==> config.mk <==
export PLATFORM = sky130hd
export DESIGN_NAME = tmie_front
export DESIGN_NICKNAME = d
export VERILOG_FILES = /design/src/hw/rtl/assert_macros.svh /design/src/hw/rtl/tmie_pkg.sv /design/src/hw/rtl/tmie_fifo.sv /design/src/hw/rtl/tmie_front.sv
export SDC_FILE = /design/constraint.sdc
export NUM_CORES = 1
export LEC_CHECK = 0
export BUFFER_PORTS_ARGS = -buffer_cell sky130_fd_sc_hd__buf_2
export CORE_MARGIN = 2
export CORE_UTILIZATION = 51
export DETAILED_ROUTE_END_ITERATION = 16
export PLACE_DENSITY = 0.8
export SYNTH_ARGS = -nofsm -noshare
export SYNTH_HDL_FRONTEND = slang
export SYNTH_SLANG_ARGS = --single-unit
==> constraint.sdc <==
create_clock -name clk_i -period 3.05 [get_ports clk_i]
set_input_delay 0.1525 -clock clk_i [delete_from_list [all_inputs] [get_ports clk_i]]
set_output_delay 0.1525 -clock clk_i [all_outputs]
set_load 0.03 [all_outputs]
==> src/hw/rtl/assert_macros.svh <==
`ifndef ASSERT_MACROS_SVH
`define ASSERT_MACROS_SVH

// Check on every clock edge outside reset.
`define ASSERT_AR(name, clk, rst_n, prop) \
  name: assert property (@(posedge clk) disable iff (!rst_n) (prop)) \
    else $error("assertion failed");

// Check on every clock edge, reset included.
`define ASSERT_ALWAYS(name, clk, prop) \
  name: assert property (@(posedge clk) (prop)) \
    else $error("assertion failed");

`endif

==> src/hw/rtl/tmie_pkg.sv <==
`timescale 1ns / 1ps
`default_nettype none

package tmie_pkg;

  localparam int unsigned ParamW = 17;
  localparam int unsigned ModeW  = 4;
  localparam int unsigned ByteW  = 8;
  localparam int unsigned PtrW   = 32;

  typedef enum logic [ModeW-1:0] {
    OP_NOP  = 4'd0,
    OP_BRA  = 4'd1,
    OP_BZ   = 4'd2,
    OP_ADD  = 4'd3,
    OP_MOVE = 4'd4,
    OP_IN   = 4'd5,
    OP_OUT  = 4'd6,
    OP_DUMP = 4'd7,
    OP_INIT = 4'd8
  } op_e;

  typedef enum logic [1:0] {
    FAULT_NONE = 2'd0,
    FAULT_RD   = 2'd1,
    FAULT_WR   = 2'd2
  } fault_e;

  typedef struct packed {
    op_e                      op;
    logic signed [ParamW-1:0] param;
    logic [ByteW-1:0]         in_byte;
  } instr_t;

  typedef struct packed {
    logic signed [ParamW-1:0] pc_step;
    logic                     out_valid;
    logic [ByteW-1:0]         out_byte;
    fault_e                   fault;
  } result_t;

endpackage

`default_nettype wire

==> src/hw/rtl/tmie_fifo.sv <==
`timescale 1ns / 1ps
`default_nettype none

module tmie_fifo #(
  parameter int unsigned WIDTH = 8,
  parameter int unsigned DEPTH = 2
) (
  input  logic             clk_i,
  input  logic             rst_ni,
  input  logic             push_i,
  output logic             full_o,
  input  logic [WIDTH-1:0] wdata_i,
  input  logic             pop_i,
  output logic             empty_o,
  output logic [WIDTH-1:0] rdata_o
);

  localparam int unsigned PtrW    = (DEPTH > 1) ? $clog2(DEPTH) : 1;
  localparam int unsigned CntW    = $clog2(DEPTH + 1);
  localparam int unsigned PtrLast = DEPTH - 1;

  logic [WIDTH-1:0] mem_q [DEPTH];
  logic [PtrW-1:0]  wr_ptr_q, wr_ptr_d;
  logic [PtrW-1:0]  rd_ptr_q, rd_ptr_d;
  logic [CntW-1:0]  cnt_q, cnt_d;
  logic             do_push, do_pop;

  assign full_o  = (cnt_q == CntW'(DEPTH));
  assign empty_o = (cnt_q == '0);
  assign do_push = push_i && !full_o;
  assign do_pop  = pop_i && !empty_o;
  assign rdata_o = mem_q[rd_ptr_q];

  always_comb begin
    wr_ptr_d = wr_ptr_q;
    rd_ptr_d = rd_ptr_q;
    cnt_d    = cnt_q;
    if (do_push) begin
      wr_ptr_d = (wr_ptr_q == PtrW'(PtrLast)) ? '0 : wr_ptr_q + PtrW'(1);
    end
    if (do_pop) begin
      rd_ptr_d = (rd_ptr_q == PtrW'(PtrLast)) ? '0 : rd_ptr_q + PtrW'(1);
    end
    case ({do_push, do_pop})
      2'b10:   cnt_d = cnt_q + CntW'(1);
      2'b01:   cnt_d = cnt_q - CntW'(1);
      default: cnt_d = cnt_q;
    endcase
  end

  always_ff @(posedge clk_i or negedge rst_ni) begin
    if (!rst_ni) begin
      wr_ptr_q <= '0;
      rd_ptr_q <= '0;
      cnt_q    <= '0;
    end else begin
      wr_ptr_q <= wr_ptr_d;
      rd_ptr_q <= rd_ptr_d;
      cnt_q    <= cnt_d;
    end
  end

  always_ff @(posedge clk_i) begin
    if (do_push) begin
      mem_q[wr_ptr_q] <= wdata_i;
    end
  end

endmodule

`default_nettype wire

==> src/hw/rtl/tmie_front.sv <==
`timescale 1ns / 1ps
`default_nettype none

module tmie_front (
  input  logic                                clk_i,
  input  logic                                rst_ni,
  input  logic                                push,
  output logic                                full,
  input  logic                                clearing_i,
  input  logic [tmie_pkg::ModeW-1:0]          mode_i,
  input  logic signed [tmie_pkg::ParamW-1:0]  param_i,
  input  logic [tmie_pkg::ByteW-1:0]          in_byte_i,
  output logic                                instr_valid_o,
  output tmie_pkg::instr_t                    instr_o,
  input  logic                                instr_pop_i
);

  localparam int unsigned InstrW = $bits(tmie_pkg::instr_t);

  tmie_pkg::instr_t  dec;
  logic              q_full, q_empty;
  logic [InstrW-1:0] q_rdata;

  // Unused mode codes run as nop.
  always_comb begin
    dec.param   = param_i;
    dec.in_byte = in_byte_i;
    if (mode_i <= tmie_pkg::OP_INIT) begin
      dec.op = tmie_pkg::op_e'(mode_i);
    end else begin
      dec.op = tmie_pkg::OP_NOP;
    end
  end

  assign full = q_full || clearing_i;

  tmie_fifo #(
    .WIDTH (InstrW),
    .DEPTH (2)
  ) u_instr_q (
    .clk_i   (clk_i),
    .rst_ni  (rst_ni),
    .push_i  (push && !full),
    .full_o  (q_full),
    .wdata_i (dec),
    .pop_i   (instr_pop_i),
    .empty_o (q_empty),
    .rdata_o (q_rdata)
  );

  assign instr_valid_o = !q_empty;
  assign instr_o       = tmie_pkg::instr_t'(q_rdata);

endmodule

`default_nettype wire

# After elaboration in Yosys (flattened, before gate mapping)
# Memories as Yosys holds them, arrays and structs flattened.
# Cells that the tools add are included.
# word_totals
regBits	4
mem_bits_rw	58
output_inout_bits	31
mem_count	1
# memory_table
memory	depth	width	read_ports	rd_clocked_by_memory_dff	write_ports	line	source
u_instr_q.mem_q	2	29	1	0	1	tmie_fifo.sv:22	logic [WIDTH-1:0] mem_q [DEPTH];
# classes
addsub	4
magnitude_cmp	1
n_eq_ne	3
n_mux	6
n_reduce_logical	9
# ops
operator	n
$eq 2x2->1 const B	2
$le 4x4->1 const B	1
$mux 1	4
$mux 4	1
$pmux 2 s2	1
$logic_and 1x1->1	3
$logic_not 1->1	3
$add 1x1->1 const B	2
$add 2x1->2 const B	1
$eq 2x1->1 const B	1
$logic_not 2->1	1
$reduce_bool 2->1	1
$sub 2x1->2 const B	1
$logic_or 1x1->1	1

# Depth between registers and ports, before layout
# Gate-level depths: netlist of the first run.
# depth
ltp_word	7
ltp_mapped	6

# Cells and area by module
# Synthesis of the first run repeated with hierarchy kept, for this count alone.
# hier_totals
cells_unflattened	115
hier_area_um2	2338.5
# modules_own_cells
module	n_inst	cells_per_inst	area_per_inst_um2
tmie_fifo	1	108	2287.2
tmie_front	1	7	51.3

# Worst setup path after synthesis of the first run
# No wires, ideal clock.
# synth_path
path_type	register -> register
from	register u_instr_q.cnt_q[0]
to	memory u_instr_q.mem_q[0][0] (netlist bit) (enable)
setup_time_ps	415
arrival_time_ps	1896
t_required_ps	2635
slack_ps	739
stages_incl_launch_ff	4
n_path_buf	0
cell_sequence	dfrtp_1 nand2b_1 nand3b_2 nor2_1
# synth_between
elab_chain_len	7
elab_cells_between_ends	8
cone_classes	1 x eq/ne; 2 x mux; 5 x reduce/logical
# synth_lines
item	line	source
start: declaration	tmie_fifo.sv:25	logic [CntW-1:0] cnt_q, cnt_d;
start signal: assignment	tmie_fifo.sv:59	cnt_q <= cnt_d;
$eq 2x2->1 *	tmie_fifo.sv:28	assign full_o = (cnt_q == CntW'(DEPTH));
$logic_or 1x1->1	tmie_front.sv:35	assign full = q_full || clearing_i;
$logic_not 1->1	tmie_front.sv:43	.push_i (push && !full),
$logic_and 1x1->1	tmie_front.sv:43	
$logic_and 1x1->1 *	tmie_fifo.sv:30	assign do_push = push_i && !full_o;
$mux 1 *	tmie_fifo.sv:64	if (do_push) begin
$mux 1 (implied by the code) *	tmie_fifo.sv:65	mem_q[wr_ptr_q] <= wdata_i;
end: declaration	tmie_fifo.sv:22	
# Every way passes the cells marked *; elsewhere a longest branch is shown, timed or not.

# Final worst setup path of the first run
# layout_path
from	register u_instr_q.cnt_q[0]
to	memory u_instr_q.mem_q[0][11] (netlist bit) (enable)
# The elaborated chain is that of the path after synthesis.

==> results.toml, run 1 <==
[placed_design]
detailedPlacementHpwl_um = 2873
preCtsSetupSlack_ns = 1.059
post-place-cells = 229
buffer_ports.inserted = 64
gp_congestion = 0.6978

[global_route]
overall_routing_resource_usage = 0.1865
number_of_global_route_vias_before_repair = 1370
largest_net_degree_at_the_start_of_global_routing = 31
grt_antenna_before_repair = 0
grt_overflow = 0
global_route_wire_length_before_repair_um = 6630

[logic_synthesis]
syn-instance-count = 113
seq_area_frac_synth = 0.7935
unique_cell_type_count_in_the_yosys_netlist = 15
synth_seq_cells = 62
syn-cell-area_um2 = 2321
synthesis.area_per_instance_um2 = 20.54
synth.yosys.warnings = 0
synth_fp_nets = 148

[setup_path]
critical-path-slowest-cell = "sky130_fd_sc_hd__nor2_2"
worst-r2r-setup-slack_ns = 1.08
path_class = "flip-flop to flip-flop"
start_kind = "flip-flop"
worst_r2r_path_depth = 4
cp_cell_sequence = "nand2b_1 > nand3b_2 > nor2_2 > buf_4"
critical_path.max_fanout = 17
reg2reg_to = "u_instr_q.mem_q[0][11]"
cp.required_ns = 3.06
cp.arrival_ns = 1.98
max_stage_delay_ns = 0.56
worst_r2r_startpoint = "u_instr_q.cnt_q[0]"
cp-end-kind = "flip-flop"

[die]
initial_core_util = 0.5294
die_height_um = 71.46
num_rows = 24
floorplan.die.width_um = 71.46
die_area_um2 = 5107
top_ports = 65
core-area_um2 = 4384

[worst_hold_path]
holdPathEnd = "u_instr_q.mem_q[0][18]"
min_from = "param_i[10]"
worst_hold_path.num_cells = 1
worst_hold_path_type = "primary input to flip-flop"

[timing]
achievable-frequency_ghz = 0.5074
finalCriticalPeriod_ns = 1.971
max_slew.worst_pin.slew_ns = 0.6823
grt_setup_unrepaired = "no"
slew_violations = 0
post-route-period-util = 0.6461
report.final.hold_viol_count = 0
worst_slack_ns = 1.079
finalClockSkew_ns = 0.005958
finalSetupViolations = 0
final.setup.tns_ns = 0
relSlewSlack = 0.5447

[power_and_ir_drop]
p_leak_nw = 1.167
power.total_mw = 2.611
p_per_area_nw_per_um2 = 860.4
worst_ir_drop_vdd_mv = 0.5263

[outcome]
result_of_the_run = "finished, final reports clean"

[cts]
numCtsBuffers = 9
cts_resized = 0
number_of_levels_in_the_clock_h_tree = 3
clk-insertion-delay-late_ns = 0.33
cts-root-to-sink-buffers = 2
cts.root.buffer_cell = "sky130_fd_sc_hd__clkbuf_8"
tritoncts = "yes"
worst_setup_hold_path_clk_slew_ns = 0.06
clock-sinks = 62

[finish]
final_layout_size_suffix_gt1_frac = 0.5337
post_layout_nonfiller_instances = 260
final_nets = 240
number_of_diodes = 0
area_growth_syn_to_layout_pct = 30.73

[drt]
dr_total_vias = 1320
avgViaCountPerCell = 5.077
ant_nets = 0
initialDrtViolationCount = 103
detail_route.wirelength_um = 4441
first_pass_iters = 4
drcViolationCount = 0
post_drt_wl_per_cell_um = 17.08

[run]
max_cap_viol_count = 0
## how the worst max path moves through the flow
stage	from	slack, ns	to	cells past startpoint
6_report	u_instr_q.cnt_q[0]	1.08	u_instr_q.mem_q[0][11]	4
5_1_grt	u_instr_q.cnt_q[0]	0.94	u_instr_q.mem_q[0][28]	4
2_1_floorplan	u_instr_q.cnt_q[0]	0.74	u_instr_q.mem_q[0][0]	3
3_5_place_dp	u_instr_q.cnt_q[0]	1.06	u_instr_q.mem_q[0][15]	4
4_1_cts	u_instr_q.cnt_q[0]	1.03	u_instr_q.mem_q[0][3]	4
3_3_place_gp	u_instr_q.cnt_q[0]	1.19	u_instr_q.mem_q[1][2]	4
## timing repair
action | CTS | global route
buffers inserted | 0 | 0
endpoints found under the hold margin | 21 | 14
hold buffers | 10 | 7
## flip-flops by register name, indices dropped and copies added (netlist names)
| name | count |
|---|---|
| u_instr_q.rd_ptr_q | 1 |
| u_instr_q.mem_q | 58 |
| u_instr_q.cnt_q | 2 |
| u_instr_q.wr_ptr_q | 1 |
## Yosys cell counts, drive strengths merged
cell type | n | area [µm²]
nor4b | 1 | 8.760
nand3b | 1 | 11.26
ha | 1 | 12.51
dfrtp | 4 | 100.1
buf | 3 | 15.01
inv | 1 | 3.750
xor2 | 2 | 17.52
xnor2 | 3 | 26.28
mux2 | 29 | 326.6
nor2b | 3 | 18.77
or2 | 1 | 6.260
nor2 | 3 | 11.26
edfxtp | 58 | 1742
and2 | 1 | 8.760
nand2b | 2 | 12.51
## per-stage QoR
step                  util  hold slack [ns]  cell area (µm²)
floorplan                -          -0.1431             2321
global placement    0.6201         -0.04117             2719
detailed placement  0.6201         -0.03201             2719
CTS                 0.6761        0.0009424             2964
global route        0.6921        0.0001323             3034
finish              0.6921          0.02333             3034
## cell usage in the layout, fill, tap and decap left out, drive strengths merged
cell,count
and2,1
buf,67
clkbuf,11
clkinv,3
dfrtp,4
dlygate4sd3,17
edfxtp,58
ha,1
inv,1
mux2,29
nand2b,2
nand3b,1
nor2,3
nor2b,3
nor4b,1
or2,1
xnor2,3
xor2,2
## final cells by class
class / instances / area [µm²]
Inverter: 1 / 3.754
Sequential cell: 62 / 1842
Fill cell: 286 / 1350
Clock buffer: 11 / 131.4
Multi-Input combinational cell: 47 / 465.4
Tap cell: 52 / 65.06
Timing Repair Buffer: 84 / 513.0
Clock inverter: 3 / 13.76
## worst max-delay path: cells and delay by family, from the launching register on
kind                   cells  cell delay [ns]
AND/OR/NAND/NOR            3             0.88
flip-flops                 1             0.40
buffers and inverters      1             0.38
## metal layers
metal | track usage | part of all wire | vias to the layer above
li1 | - | - | 619
met1 | 0.2083 | 0.39 | 644
met2 | 0.3035 | 0.52 | 48
met3 | 0.09564 | 0.073 | 9
met4 | 0.07547 | 0.022 | 0
met5 | 0 | 0 | -
## power breakdown
part           leakage, nW  switching (mW)  internal, mW
Combinational        0.512           0.592         0.353
Clock               0.0765           0.273         0.280
Sequential           0.578          0.0429          1.07
## kinds of logic (layout without fill, tap and decap cells)
kind of cell,count (synthesis),in the layout,synth area share
flops,62,62,0.7935
mux,29,29,0.1407
simple gates,12,12,0.03343
xor+xnor,5,5,0.01887
buf+inv,4,99,0.008083
fa+ha+maj,1,1,0.005390
(Power assumes the default switching activity.)
==> run 2: changes to the inputs <==
Settings changed: CORE_UTILIZATION 51 to 46, PLACE_DENSITY 0.8 to 0.77.
Clock period 3.05 ns to 1.8 ns, I/O delays scaled along.
==> run 2 against run 1 <==
- worst hold slack improved by 0.047 ns
- cell count grew 11%
- routed wire length fell by 2.1%
- core utilization decreased by 1.7 points
- largest power group unchanged
- final area grew 6.6%
- sequential share of layout area down 3.7 points
- critical path type is now flip-flop to output pin
- critical endpoint is now instr_o[5]
- clock skew down 0.0012 ns
- count of clock-buffer cells in the layout fell by 2
==> results.toml, run 2 (synthesized netlist as in run 1, its figures left out) <==
[outcome]
result_of_the_run = "finished, final reports clean"

[timing]
finalSetupViolations = 0
grt_setup_unrepaired = "no"
finalClockSkew_ns = 0.004766
report.final.hold_viol_count = 0
achievable-frequency_ghz = 0.6246
relSlewSlack = 0.6795
final.setup.tns_ns = 0
post-route-period-util = 0.8894
slew_violations = 0
finalCriticalPeriod_ns = 1.601
max_slew.worst_pin.slew_ns = 0.4741

[power_and_ir_drop]
comb_power_share = 0.340
p_per_area_nw_per_um2 = 1484
sequentialPowerShare = 0.394
p_leak_nw = 1.248
power.net_switching_mw = 1.585
p_sw_frac = 0.3302
power.internal_mw = 3.214
clock_power_share = 0.266
power.total_mw = 4.799
worst_ir_drop_vdd_mv = 1.481

[drt]
avgViaCountPerCell = 4.692
drcViolationCount = 0
initialDrtViolationCount = 56
post_drt_wl_per_cell_um = 15.04
ant_nets = 0
first_pass_iters = 4
detail_route.wirelength_um = 4346
dr_total_vias = 1356

[setup_path]
cp_cell_sequence = "buf_4 > mux2_2 > buf_2"
critical-path-slowest-cell = "sky130_fd_sc_hd__mux2_2"
cp.required_ns = 1.71
timing.critical_path.max_delay_family = "buffers and inverters"
worst-r2r-setup-slack_ns = 0.25
max_stage_delay_ns = 0.38
reg2reg_to = "u_instr_q.cnt_q[1]"
worstPathBufferInverterCount = 2
start_kind = "flip-flop"
crit_path_start = "u_instr_q.rd_ptr_q"
critical_path.max_fanout = 19
path_class = "flip-flop to output pin"
cp.arrival_ns = 1.51
worst_r2r_path_depth = 5
worst_r2r_startpoint = "u_instr_q.cnt_q[0]"
cp-end-kind = "output pin"

[die]
die_area_um2 = 5630
floorplan.die.width_um = 75.03
top_ports = 65
num_rows = 25
core-area_um2 = 4786
die_height_um = 75.03
initial_core_util = 0.4850

[worst_hold_path]
min_from = "instr_pop_i"
holdPathEnd = "u_instr_q.rd_ptr_q"
worst_hold_path.num_cells = 3
worst_hold_path_type = "primary input to flip-flop"

[finish]
top_regs = "u_instr_q.mem_q (58), u_instr_q.cnt_q (2)"
final_layout_size_suffix_gt1_frac = 0.5270
layout_commonest_cell = "sky130_fd_sc_hd__buf_2"
final_nets = 252
post_layout_nonfiller_instances = 289
utilization = 0.6756
area.sequential_um2 = 1842
area_growth_syn_to_layout_pct = 39.30
multi_input_comb_area_um2 = 465.4
final_cell_mix = "sky130_fd_sc_hd__buf_2 (64), sky130_fd_sc_hd__edfxtp_1 (58), sky130_fd_sc_hd__mux2_2 (29)"
n_fill_cell = 326
number_of_diodes = 0
regMostFlops = "u_instr_q.mem_q"
largest_register_ff_count = 58

[cts]
cts_setup_buffers = 0
number_of_levels_in_the_clock_h_tree = 3
numCtsBuffers = 9
tritoncts = "yes"
worst_setup_hold_path_clk_slew_ns = 0.07
clk-insertion-delay-late_ns = 0.32
cts_resized = 0
cts-root-to-sink-buffers = 2
cts.root.buffer_cell = "sky130_fd_sc_hd__clkbuf_8"
clock-sinks = 62

[run]
max_cap_viol_count = 0

[global_route]
grt_antenna_before_repair = 0
largest_net_degree_at_the_start_of_global_routing = 20
overall_routing_resource_usage = 0.1643
global_route_wire_length_before_repair_um = 6375
number_of_global_route_vias_before_repair = 1430
grt_overflow = 0

[placed_design]
post-place-cells = 247
detailedPlacementHpwl_um = 2847
gp_congestion = 0.6956
buffer_ports.inserted = 64
-- run 2: worst max path at each step --
| stage | end | depth (start not counted) |
|---|---|---|
| global placement | u_instr_q.cnt_q[1] | 5 |
| floorplan | u_instr_q.mem_q[0][0] | 3 |
| detailed placement | u_instr_q.cnt_q[1] | 5 |
| global route | instr_o[20] | 3 |
| finish | instr_o[5] | 3 |
| CTS | instr_o[5] | 3 |
-- run 2: area by class of cell --
cell class | count | share of cell area
flip-flops and latches | 62 | 0.5697
repair buffers | 96 | 0.1935
multi-input cells | 47 | 0.1440
clock buffers | 9 | 0.03831
clock inverters | 7 | 0.02748
well taps | 67 | 0.02593
inverters | 1 | 0.001161
-- run 2: per-layer routing --
metal	up-vias	share of wire	GRT usage
met1	660	0.40	0.1788
met3	4	0.054	0.06693
met5	-	0	0
met4	0	0.0087	0.07143
li1	642	-	-
met2	50	0.54	0.2827
-- run 2: power groups by stage --
| stage | Sequential, mW | Clock, mW | Combinational, mW |
|---|---|---|---|
| final | 1.89 | 1.28 | 1.63 |
| after global routing | 1.91 | 1.38 | 1.74 |
| after CTS | 1.89 | 1.31 | 1.65 |
| after detailed placement | 1.92 | 0 | 1.59 |
| after global placement | 1.90 | 0 | 1.57 |
| after floorplan | 1.90 | 0 | 1.18 |
-- run 2: worst min-delay path, delay by kind of cell --
family,cells,cell delay (ns)
xor+xnor,1,0.05
simple gates,1,0.13
buf+inv,1,0.08
-- run 2: per-stage QoR --
step / hold slack (ns) / setup WS (ns) / area [µm²]
floorplan: -0.2056 / -0.04558 / 2326
global placement: -0.1030 / 0.3584 / 2760
detailed placement: -0.09862 / 0.2594 / 2760
CTS: 0.05967 / 0.1742 / 3233
global route: 0.06718 / 0.1280 / 3233
finish: 0.07075 / 0.1990 / 3233
-- run 2: timing repair --
| action | CTS | global route |
|---|---|---|
| endpoints found under the hold margin | 54 | 0 |
| endpoints found under the setup margin | 0 | 0 |
| hold buffers | 26 | 0 |
