$ cat src/hw/rtl/assert_macros.svh
`ifndef ASSERT_MACROS_SVH
`define ASSERT_MACROS_SVH

// Check on every clock edge outside reset.
`define ASSERT_AR(name, clk, rst_n, prop) \
  name: assert property (@(posedge clk) disable iff (!rst_n) (prop)) \
    else $error("assertion failed");

// Check on every clock edge, reset included.
`define ASSERT_ALWAYS(name, clk, prop) \
  name: assert property (@(posedge clk) (prop)) \
    else $error("assertion failed");

`endif

$ cat src/hw/rtl/tmie_fifo.sv
`timescale 1ns / 1ps
`default_nettype none

module tmie_fifo #(
  parameter int unsigned WIDTH = 8,
  parameter int unsigned DEPTH = 2
) (
  input  logic             clk_i,
  input  logic             rst_ni,
  input  logic             push_i,
  output logic             full_o,
  input  logic [WIDTH-1:0] wdata_i,
  input  logic             pop_i,
  output logic             empty_o,
  output logic [WIDTH-1:0] rdata_o
);

  localparam int unsigned PtrW    = (DEPTH > 1) ? $clog2(DEPTH) : 1;
  localparam int unsigned CntW    = $clog2(DEPTH + 1);
  localparam int unsigned PtrLast = DEPTH - 1;

  logic [WIDTH-1:0] mem_q [DEPTH];
  logic [PtrW-1:0]  wr_ptr_q, wr_ptr_d;
  logic [PtrW-1:0]  rd_ptr_q, rd_ptr_d;
  logic [CntW-1:0]  cnt_q, cnt_d;
  logic             do_push, do_pop;

  assign full_o  = (cnt_q == CntW'(DEPTH));
  assign empty_o = (cnt_q == '0);
  assign do_push = push_i && !full_o;
  assign do_pop  = pop_i && !empty_o;
  assign rdata_o = mem_q[rd_ptr_q];

  always_comb begin
    wr_ptr_d = wr_ptr_q;
    rd_ptr_d = rd_ptr_q;
    cnt_d    = cnt_q;
    if (do_push) begin
      wr_ptr_d = (wr_ptr_q == PtrW'(PtrLast)) ? '0 : wr_ptr_q + PtrW'(1);
    end
    if (do_pop) begin
      rd_ptr_d = (rd_ptr_q == PtrW'(PtrLast)) ? '0 : rd_ptr_q + PtrW'(1);
    end
    case ({do_push, do_pop})
      2'b10:   cnt_d = cnt_q + CntW'(1);
      2'b01:   cnt_d = cnt_q - CntW'(1);
      default: cnt_d = cnt_q;
    endcase
  end

  always_ff @(posedge clk_i or negedge rst_ni) begin
    if (!rst_ni) begin
      wr_ptr_q <= '0;
      rd_ptr_q <= '0;
      cnt_q    <= '0;
    end else begin
      wr_ptr_q <= wr_ptr_d;
      rd_ptr_q <= rd_ptr_d;
      cnt_q    <= cnt_d;
    end
  end

  always_ff @(posedge clk_i) begin
    if (do_push) begin
      mem_q[wr_ptr_q] <= wdata_i;
    end
  end

endmodule

`default_nettype wire

$ cat config.mk
export PLATFORM = sky130hd
export DESIGN_NAME = tmie_fifo
export DESIGN_NICKNAME = d
export VERILOG_FILES = /design/src/hw/rtl/assert_macros.svh /design/src/hw/rtl/tmie_fifo.sv
export SDC_FILE = /design/constraint.sdc
export NUM_CORES = 1
export LEC_CHECK = 0
export ABC_AREA = 1
export BUFFER_PORTS_ARGS = -buffer_cell sky130_fd_sc_hd__buf_2
export CAP_MARGIN = 5
export CORE_ASPECT_RATIO = 0.9
export CORE_MARGIN = 2
export CORE_UTILIZATION = 25
export DETAILED_ROUTE_END_ITERATION = 10
export PLACE_DENSITY = 0.48
export RECOVER_POWER = 100
export REMOVE_ABC_BUFFERS = 1
export SYNTH_ARGS = -nofsm -noshare
export SYNTH_HDL_FRONTEND = slang
export SYNTH_SLANG_ARGS = --single-unit
$ cat constraint.sdc
create_clock -name clk_i -period 2.9 [get_ports clk_i]
set_input_delay 0.29 -clock clk_i [delete_from_list [all_inputs] [get_ports clk_i]]
set_output_delay 0.29 -clock clk_i [all_outputs]
set_load 0.02 [all_outputs]
* Yosys cells after proc, flatten, opt, wreduce, memory -nomap -nowiden
Memory sizes are Yosys's and may differ from the RTL's. Index checks and enable logic that the tools add are counted.
Operators by class: reductions and logical operators 6, equal/unequal tests 3, multiplexer cells 5, add/sub/neg operators 4
Operators with widths (number):
- $eq A2 B2 Y1 const B | 2
- $mux W1 | 4
- $pmux W2 S2 | 1
- $add A1 B1 Y1 const B | 2
- $add A2 B1 Y2 const B | 1
- $eq A2 B1 Y1 const B | 1
- $logic_and A1 B1 Y1 | 2
- $logic_not A1 Y1 | 2
- $logic_not A2 Y1 | 1
- $reduce_bool A2 Y1 | 1
- $sub A2 B1 Y2 const B | 1
Word-level totals: register bits after elaboration 4, input bits 12, output and inout bits 10, logic and storage cells 22, bits in writable memories 16, memories kept 1
Memory list:
- mem_q | words 2, width 8, read ports 1, clocked after Yosys merged registers in 0, write ports 1, line tmie_fifo.sv:22 | logic [WIDTH-1:0] mem_q [DEPTH];

* Logic depth before layout (Yosys ltp)
Gate-level depths: netlist of run 1.
depth after elaboration 5, mapped depth 10, depth with buffers taken out 10

* Worst setup path before layout of run 1
No wires, ideal clock.
path type register to register, start reg cnt_q[1], end mem mem_q[1][0] (enable), library setup time 371 ps, cell stages (with the launch flop) 4, path buffers 0, data required time 2529 ps, data arrival time 940 ps, period minus slack after synthesis 1310 ps, slack 1590 ps, cell sequence dfrtp_1 inv_1 o21ai_2 nor2_1
On the way: word-level cells in the longest chain between the ends 5
Ends and longest elaborated chain:
- from (decl) | line tmie_fifo.sv:25 | logic [CntW-1:0] cnt_q, cnt_d;
- from (signal assigned) | line tmie_fifo.sv:59 | cnt_q <= cnt_d;
- $eq A2 B2 Y1 | line tmie_fifo.sv:28 | assign full_o = (cnt_q == CntW'(DEPTH));
- $logic_not A1 Y1 | line tmie_fifo.sv:30 | assign do_push = push_i && !full_o;
- $logic_and A1 B1 Y1 | line tmie_fifo.sv:30
- $mux W1 | line tmie_fifo.sv:64 | if (do_push) begin
- $mux W1 (implied by the code) | line tmie_fifo.sv:65 | mem_q[wr_ptr_q] <= wdata_i;
- to (decl) | line tmie_fifo.sv:22
No other way between the ends.

* Worst setup path after layout of run 1
start reg rd_ptr_q, end out rdata_o[1]
On the way: word-level cells in the longest chain between the ends 1
Ends and longest elaborated chain:
- from (decl) | line tmie_fifo.sv:24 | logic [PtrW-1:0] rd_ptr_q, rd_ptr_d;
- from (signal assigned) | line tmie_fifo.sv:58 | rd_ptr_q <= rd_ptr_d;
- $mem_v2 Z2 W8
- to (decl) | line tmie_fifo.sv:15 | output logic [WIDTH-1:0] rdata_o
No other way between the ends.

==> flow_summary.json, run 1 <==
{
  "status": "finished, final reports clean",
  "synth_warnings": 0,
  "clk_path_buf_depth": 2,
  "h-tree-depth": 1,
  "most-common-layout-cells": "33 x nand2_1, 19 x clkbuf_1, 16 x edfxtp_1, 8 x inv_1, 4 x dfrtp_1",
  "cpPeakStageDelay_ps": 500,
  "num-fill-cells": 344,
  "synth_cell_types": 14,
  "wl_per_cell_um": 10.6,
  "cap_violations": 0,
  "avgSynthCellArea_um2": 11.0,
  "finalSetupViolations": 0,
  "grt.total_usage_pct": 9.19,
  "finalMaxSlewViolations": 0,
  "timing.critical_path.mode_cell": "nand2_1",
  "tightest_slew_ps": 622,
  "slew_headroom_pct": 58.4,
  "ir_drop_uv": 379,
  "cts_buffers": 3,
  "dieArea_um2": 3740,
  "synth_compound_area_share_pct": 1.07,
  "whs_ps": 182,
  "overflow": 0,
  "syn-cell-area_um2": 817,
  "antenna_found_initial": 0,
  "die_w_um": 64.3,
  "max_freq_mhz": 559,
  "first_iter_violations": 8,
  "antenna_cells": 0,
  "grt_max_degree": 13,
  "synthCells": 74,
  "cellLeakagePower_uw": 0.000431,
  "vias_per_cell": 3.90,
  "layout-drive-gt1-share_pct": 8.08,
  "hp-class": "in -> reg",
  "synth_xor_xnor_area_share_pct": 1.07,
  "muxShareOfSynthArea_pct": 0,
  "final-hold-violation-count": 0,
  "vias": 550,
  "final_common_cell": "nand2_1",
  "critPathKind": "reg -> out",
  "drt_wl_total_mm": 1.49,
  "crit_chain": "inv_1, nand2_1, nand2_1, clkbuf_1",
  "setup_tns_ps": 0,
  "seq_area_frac_synth_pct": 71.1,
  "die_h_um": 58.2,
  "grt_pass1_vias": 531,
  "ant_nets": 0,
  "cts_tree": "built",
  "worst_setup_path_start_kind": "register",
  "clk-insertion-delay-late_ps": 300,
  "place.gp.congestion": 0.818,
  "root_buffer": "clkbuf_4",
  "synth-seq-cells": 20,
  "path_max_fanout": 10,
  "drc": 0,
  "rsz0062_at_grt": "no",
  "start_util_pct": 26.4,
  "fin_crit_ps": 1790,
  "fp-row-count": 19,
  "fin_skew_ps": 4.56,
  "cp-end-kind": "primary output",
  "synthSimpleGateAreaFrac_pct": 20.1,
  "core-area_um2": 3090,
  "io_buffers": 21,
  "crit_family": "buffers and inverters",
  "synth_top_family_by_area": "simple AND/OR/NAND/NOR gates",
  "slowest_stage": "dfrtp_1",
  "period_share_pct": 61.7,
  "cts.clk_slew.worst_paths_ps": 110,
  "cp.arrival_ps": 1500,
  "synthAdderAreaFrac_pct": 1.53,
  "cp.buffers_inverters": 2,
  "grt_pass1_wl_mm": 2.50,
  "nets": 113,
  "dr.pass1.iters": 3,
  "hpwl_mm": 1.13,
  "post_cts_buffers": 0,
  "powerDensity_nw_per_um2": 1050,
  "syn_to_final_growth_pct": 22.4,
  "pin_count": 22,
  "clock_sinks": 20,
  "cp.required_ps": 2610
}
==> synthesized netlist by cell type <==
master / number / share of area [%]
nand4_1: 1 / 0.77
o21ai_2: 1 / 1.1
edfxtp_1: 16 / 59
nand2_1: 32 / 15
inv_1: 7 / 3.2
nand3_1: 3 / 1.8
ha_1: 1 / 1.5
xnor2_1: 1 / 1.1
buf_2: 1 / 0.61
nor2_1: 1 / 0.46
dfrtp_1: 4 / 12
nor2_2: 1 / 0.77
nand2_2: 2 / 1.5
inv_2: 3 / 1.4
==> registers in the layout (all words and copies together) (netlist names) <==
| register | count |
|---|---|
| cnt_q | 2 |
| rd_ptr_q | 1 |
| wr_ptr_q | 1 |
| mem_q | 16 |
==> kinds of logic (layout without fill, tap and decap cells) <==
| kind of cell | count (synthesis) | after routing |
|---|---|---|
| buf+inv | 11 | 36 |
| fa+ha+maj | 1 | 1 |
| flops | 20 | 20 |
| xor+xnor | 1 | 1 |
| compound gates | 1 | 1 |
| simple gates | 40 | 40 |
==> layout make-up <==
cell class / instances / area, um2 / share of cell area (%)
Clock inverter: 1 / 30.0 / 3.00
Tap cell: 42 / 52.6 / 5.26
Sequential cell: 20 / 581 / 58.1
Timing Repair Buffer: 22 / 91.3 / 9.14
Clock buffer: 3 / 22.5 / 2.25
Inverter: 10 / 37.5 / 3.75
Multi-Input combinational cell: 43 / 185 / 18.5
==> metal layers <==
layer	GRT usage [%]	wire length, um
met1	12.5	678
met2	12.5	668
met3	4.47	128
met4	3.65	15
met5	0	0
==> stage by stage <==
step | utilization, % | setup slack [ps] | cell area, um2 | cells | power (uW)
after floorplan | - | 1590 | 812 | 73 | 739
after global placement | 31.4 | 1470 | 970 | 136 | 867
after detailed placement | 31.4 | 1430 | 970 | 136 | 876
after CTS | 33.4 | 1260 | 1030 | 141 | 1100
after global routing | 32.3 | 891 | 1000 | 141 | 1140
final | 32.3 | 1110 | 1000 | 141 | 1050
==> what timing repair did <==
action                                 4_1_cts  5_1_grt
hold buffers                                 1        0
resized for setup                            0        0
endpoints found under the hold margin        4        0
==> where the power goes <==
group | internal (uW) | total, uW | switching (uW)
sequential | 399 | 445 | 45.8
clock | 140 | 225 | 84.9
combinational | 106 | 382 | 276
==> worst paths after layout <==
kind / startpoint / to / slack (ps) / depth (start not counted)
worst max register to register: cnt_q[1] / mem_q[1][3] / 1390 / 3
max in group asynchronous: rst_ni / rd_ptr_q / 2370 / 2
worst min-delay path: wdata_i[0] / mem_q[0][0] / 180 / 1
min in group asynchronous: rst_ni / wr_ptr_q / 340 / 2
worst min register to register: cnt_q[1] / cnt_q[1] / 480 / 2
worst max-delay path: rd_ptr_q / rdata_o[1] / 1110 / 4
No activity file was read; power rests on OpenSTA's default activity.
==> run 2, diff against run 1 <==
Settings changed: ABC_AREA 1 to 0.
Clock period 2.9 ns to 1.87 ns, I/O delays scaled along.
==> flow_summary.json, run 2 <==
{
  "avgSynthCellArea_um2": 18.0,
  "hpwl_um": 876,
  "regMostFlops": "mem_q",
  "cp-startpoint": "rd_ptr_q",
  "finalSetupViolations": 0,
  "reg2reg_depth": 5,
  "clock_sinks": 20,
  "clk_path_buf_depth": 2,
  "dieArea_um2": 3550,
  "hp-class": "in -> reg",
  "vias": 424,
  "critPathKind": "reg -> out",
  "h-tree-depth": 1,
  "cp.arrival_ps": 1490,
  "synthArstFlopShare_pct": 20.0,
  "synth_warnings": 0,
  "antenna_cells": 0,
  "final-hold-violation-count": 0,
  "root_buffer": "clkbuf_4",
  "path_max_fanout": 9,
  "cts_buffers": 3,
  "cp.required_ps": 1680,
  "r2r-end": "cnt_q[1]",
  "start_util_pct": 25.8,
  "overflow": 0,
  "hold_end": "mem_q[0][6]",
  "synth_edf_count": 16,
  "pin_count": 22,
  "powerDensity_nw_per_um2": 1620,
  "reg.largest.list": "mem_q x16, cnt_q x2",
  "antenna_found_initial": 0,
  "crit_chain": "mux2_2, clkbuf_1",
  "power.total_uw": 1580,
  "wl_per_cell_um": 10.9,
  "dr.pass1.iters": 4,
  "min-delay-start": "wdata_i[6]",
  "yosysTopAreaCell": "edfxtp_1",
  "fp-row-count": 19,
  "cap_violations": 0,
  "synth_most_common_cell": "edfxtp_1",
  "core-area_um2": 3000,
  "synth_cell_types": 13,
  "drt_wl_total_mm": 1.22,
  "clk-insertion-delay-late_ps": 300,
  "final_core_util_pct": 32.6,
  "largest_register_ffs": 16,
  "fin_skew_ps": 6.13,
  "cts.clk_slew.worst_paths_ps": 110,
  "r2r_start": "cnt_q[0]",
  "first_iter_violations": 2,
  "grt_max_degree": 13,
  "ys.flop_type": "edfxtp_1",
  "status": "finished, final reports clean",
  "yosys-top-cells-area": "edfxtp_1 62%, dfrtp_1 13%, mux2_2 12%",
  "syn_to_final_growth_pct": 26.4,
  "finalMaxSlewViolations": 0,
  "most-common-layout-cells": "16 x edfxtp_1, 14 x clkbuf_1, 8 x mux2_2, 8 x buf_2, 4 x dfrtp_1",
  "cp-end-kind": "primary output",
  "placedInstanceArea_um2": 940,
  "seq_area_frac_synth_pct": 75.2,
  "ctsResizeCount": 0,
  "cts_tree": "built",
  "grt.total_usage_pct": 8.08,
  "synthTopCellsByCount": "16 x edfxtp_1, 8 x mux2_2, 4 x dfrtp_1, 3 x nor2_1, 3 x xnor2_1",
  "cp.buffers_inverters": 1,
  "rsz0062_at_grt": "no",
  "grt_pass1_wl_mm": 2.11,
  "period_share_pct": 89.9,
  "drc": 0,
  "synthCells": 43,
  "cpPeakStageDelay_ps": 640,
  "tightest_slew_ps": 451,
  "nets": 84,
  "reg2reg_setup_slack_ps": 460,
  "slowest_stage": "dfrtp_1",
  "netlist.area_leader.share_pct": 62.2,
  "setup_tns_ps": 0,
  "synth-seq-cells": 20,
  "min_path_cells": 1,
  "grt_pass1_vias": 482,
  "crit_family": "flip-flops",
  "worst_setup_path_start_kind": "register",
  "die_h_um": 56.7,
  "fin_crit_ps": 1680,
  "place.gp.congestion": 0.727,
  "cellLeakagePower_uw": 0.000359,
  "ant_nets": 0,
  "vias_per_cell": 3.79,
  "stdcell_area_um2": 976,
  "ir_drop_uv": 772,
  "io_buffers": 21,
  "final_common_cell": "edfxtp_1",
  "die_w_um": 62.6,
  "layout-drive-gt1-share_pct": 28.6,
  "syn-cell-area_um2": 772,
  "slew_headroom_pct": 69.9,
  "max_freq_mhz": 595
}
[run 2: changes by cell type after synthesis, sizes merged, moves of 2 or more]
| cell | change |
|---|---|
| inv | -9 |
| xnor2 | +2 |
| mux2 | +8 |
| nand3 | -3 |
| xor2 | +2 |
| nand2 | -33 |
[run 2: cells by family after synthesis]
group / share of synthesized area, %
xor gates and xnor gates: 5.67
adders and majority gates: 1.62
buffers and inverters: 1.13
DFF: 75.2
muxes: 11.7
and+or+nand+nor: 4.70
[run 2: area by class of cell]
cell class | count | area [um2]
Clock buffer | 3 | 22.5
Multi-Input combinational cell | 21 | 180
Sequential cell | 20 | 581
Timing Repair Buffer | 24 | 106
Clock inverter | 1 | 30.0
Tap cell | 42 | 52.6
Inverter | 1 | 3.75
Fill cell | 321 | 2020
[run 2: power breakdown]
| group | total [uW] | switching, uW | internal (uW) |
|---|---|---|---|
| Combinational | 522 | 307 | 214 |
| Clock | 345 | 128 | 217 |
| Sequential | 711 | 89.4 | 622 |
[run 2: what timing repair did]
action | in CTS | in global routing
hold buffers | 1 | 0
hold endpoints to repair | 4 | 0
setup buffers | 0 | 0
[run 2: worst reg2reg max path, delay by kind of cell, from the launching register on]
| family | cells | cell delay, ps |
|---|---|---|
| flip-flops | 1 | 420 |
| XOR/XNOR | 1 | 160 |
| adder cells (fa/ha/maj) | 1 | 340 |
| AND/OR/NAND/NOR | 3 | 440 |
[run 2: worst max-delay path by stage]
stage	to	cells past startpoint
6_report	rdata_o[5]	2
3_3_place_gp	mem_q[1][1]	2
3_5_place_dp	cnt_q[1]	5
2_1_floorplan	cnt_q[1]	5
4_1_cts	rdata_o[5]	2
5_1_grt	rdata_o[5]	2
[run 2: per-layer routing]
metal	vias up	share of wire [%]	global-route usage (%)
met4	0	1.1	1.90
met3	2	10	5.01
li1	206	-	-
met1	198	44	9.54
met5	-	0	0
met2	18	44	12.4
[run 2: through the flow]
step | std cells | setup slack, ps | hold slack [ps]
final | 112 | 190 | 71.0
after global routing | 112 | 108 | 41.3
after CTS | 112 | 185 | 59.0
after detailed placement | 107 | 502 | -3.31
after global placement | 107 | 523 | 0.702
after floorplan | 42 | 375 | -109
==> run 3, diff against run 2 <==
Settings changed: PLACE_DENSITY 0.48 to not set, PLACE_DENSITY_LB_ADDON set to 0.25.
==> flow_summary.json, run 3 (synthesis gave the netlist of run 2 again) <==
{
  "seqCellArea_um2": 581,
  "overflow": 0,
  "placedInstanceArea_um2": 940,
  "vias": 427,
  "antenna_found_initial": 0,
  "layout_setup_ws_ps": 223,
  "max_freq_mhz": 607,
  "fp-row-count": 19,
  "multi_input_area_um2": 180,
  "die_h_um": 56.7,
  "post_cts_buffers": 0,
  "ant_nets": 0,
  "drc": 0,
  "crit_chain": "mux2_2, clkbuf_1",
  "wl_per_cell_um": 10.6,
  "vias_per_cell": 3.81,
  "dp_slack_ps": 499,
  "drt_wl_total_mm": 1.19,
  "grt.total_usage_pct": 6.96,
  "io_buffers": 21,
  "cpPeakStageDelay_ps": 610,
  "final-hold-violation-count": 0,
  "finalSetupViolations": 0,
  "syn_to_final_growth_pct": 26.3,
  "cp.arrival_ps": 1460,
  "reg.largest.list": "mem_q x16, cnt_q x2",
  "dr_wl_met2_um": 522,
  "hp-class": "in -> reg",
  "setup_tns_ps": 0,
  "layout-drive-gt1-share_pct": 27.1,
  "cts_buffers": 3,
  "dr_wl_met3_um": 91,
  "period_share_pct": 88.1,
  "fin_crit_ps": 1650,
  "crit_family": "flip-flops",
  "most-common-layout-cells": "16 x clkbuf_1, 16 x edfxtp_1, 8 x mux2_2, 7 x buf_2, 4 x dfrtp_1",
  "grt_pass1_vias": 402,
  "largest_register_ffs": 16,
  "slowest_stage": "dfrtp_1",
  "power.total_uw": 1570,
  "maxUsedRoutingLayer": "met3",
  "grt_max_degree": 13,
  "cts.clk_slew.worst_paths_ps": 110,
  "critPathKind": "reg -> out",
  "antenna_cells": 0,
  "cp-end-kind": "primary output",
  "powerDensity_nw_per_um2": 1610,
  "core-area_um2": 3000,
  "path_max_fanout": 9,
  "h-tree-depth": 1,
  "nets": 84,
  "die_w_um": 62.6,
  "hpwl_um": 895,
  "clk_path_buf_depth": 2,
  "finalMaxSlewViolations": 0,
  "status": "finished, final reports clean",
  "worst_setup_path_start_kind": "register",
  "pin_count": 22,
  "cp.buffers_inverters": 1,
  "start_util_pct": 25.8,
  "grt_pass1_wl_mm": 1.79,
  "first_iter_violations": 9,
  "dieArea_um2": 3550,
  "dr.pass1.iters": 2,
  "ir_drop_uv": 715,
  "whs_ps": 78.3,
  "stdcell_area_um2": 975,
  "cp.required_ps": 1680,
  "num-fill-cells": 315,
  "tightest_slew_ps": 408,
  "rsz0062_at_grt": "no",
  "cellLeakagePower_uw": 0.000356,
  "root_buffer": "clkbuf_4",
  "drt-met1-wl_um": 570,
  "regMostFlops": "mem_q",
  "cap_violations": 0,
  "place.gp.congestion": 0.626,
  "clock_sinks": 20,
  "clk-insertion-delay-late_ps": 290,
  "cts_tree": "built",
  "slew_headroom_pct": 72.8,
  "fin_skew_ps": 2.90
}
-- run 3: through the flow --
step,std cells,util [%]
finish,112,32.5
CTS,112,33.5
global placement,107,31.4
detailed placement,107,31.4
global route,112,32.5
floorplan,42,-
-- run 3: timing repair --
item	CTS	global route
hold buffers	1	0
gates resized for setup	0	0
hold endpoints to repair	4	0
-- run 3: report_power, final --
group / internal (uW) / switching [uW]
registers: 622 / 85.8
logic: 214 / 305
clock network: 216 / 125
-- run 3: worst reg2reg max path, cell delays in order (launching register included) --
cell,delay [ps]
dfrtp_1,420
nand2b_1,160
nand2_1,110
ha_1,330
nor2_1,140
xor2_1,160
-- run 3: worst paths after layout --
| path | depth (start not counted) | endpoint | start | slack [ps] |
|---|---|---|---|---|
| min in group asynchronous | 2 | cnt_q[0] | rst_ni | 240 |
| worst min register to register | 1 | cnt_q[1] | cnt_q[1] | 500 |
| worst min-delay path | 1 | mem_q[1][0] | wdata_i[0] | 80 |
| max in group asynchronous | 2 | rd_ptr_q | rst_ni | 1440 |
| worst max-delay path | 2 | rdata_o[5] | rd_ptr_q | 220 |
| worst max register to register | 5 | cnt_q[1] | cnt_q[0] | 490 |
-- run 3: final cells by class --
cell class	count	share of cell area (%)
flip-flops and latches	20	59.6
multi-input cells	21	18.5
well taps	42	5.39
repair buffers	24	10.8
clock buffers	3	2.31
clock inverters	1	3.08
inverters	1	0.385
-- run 3: routing by layer --
layer  GRT usage (%)  vias to the layer above
li1                -                      210
met1            8.80                      200
met2            9.98                       17
met3            4.21                        0
met4            1.90                        0
met5               0                        -
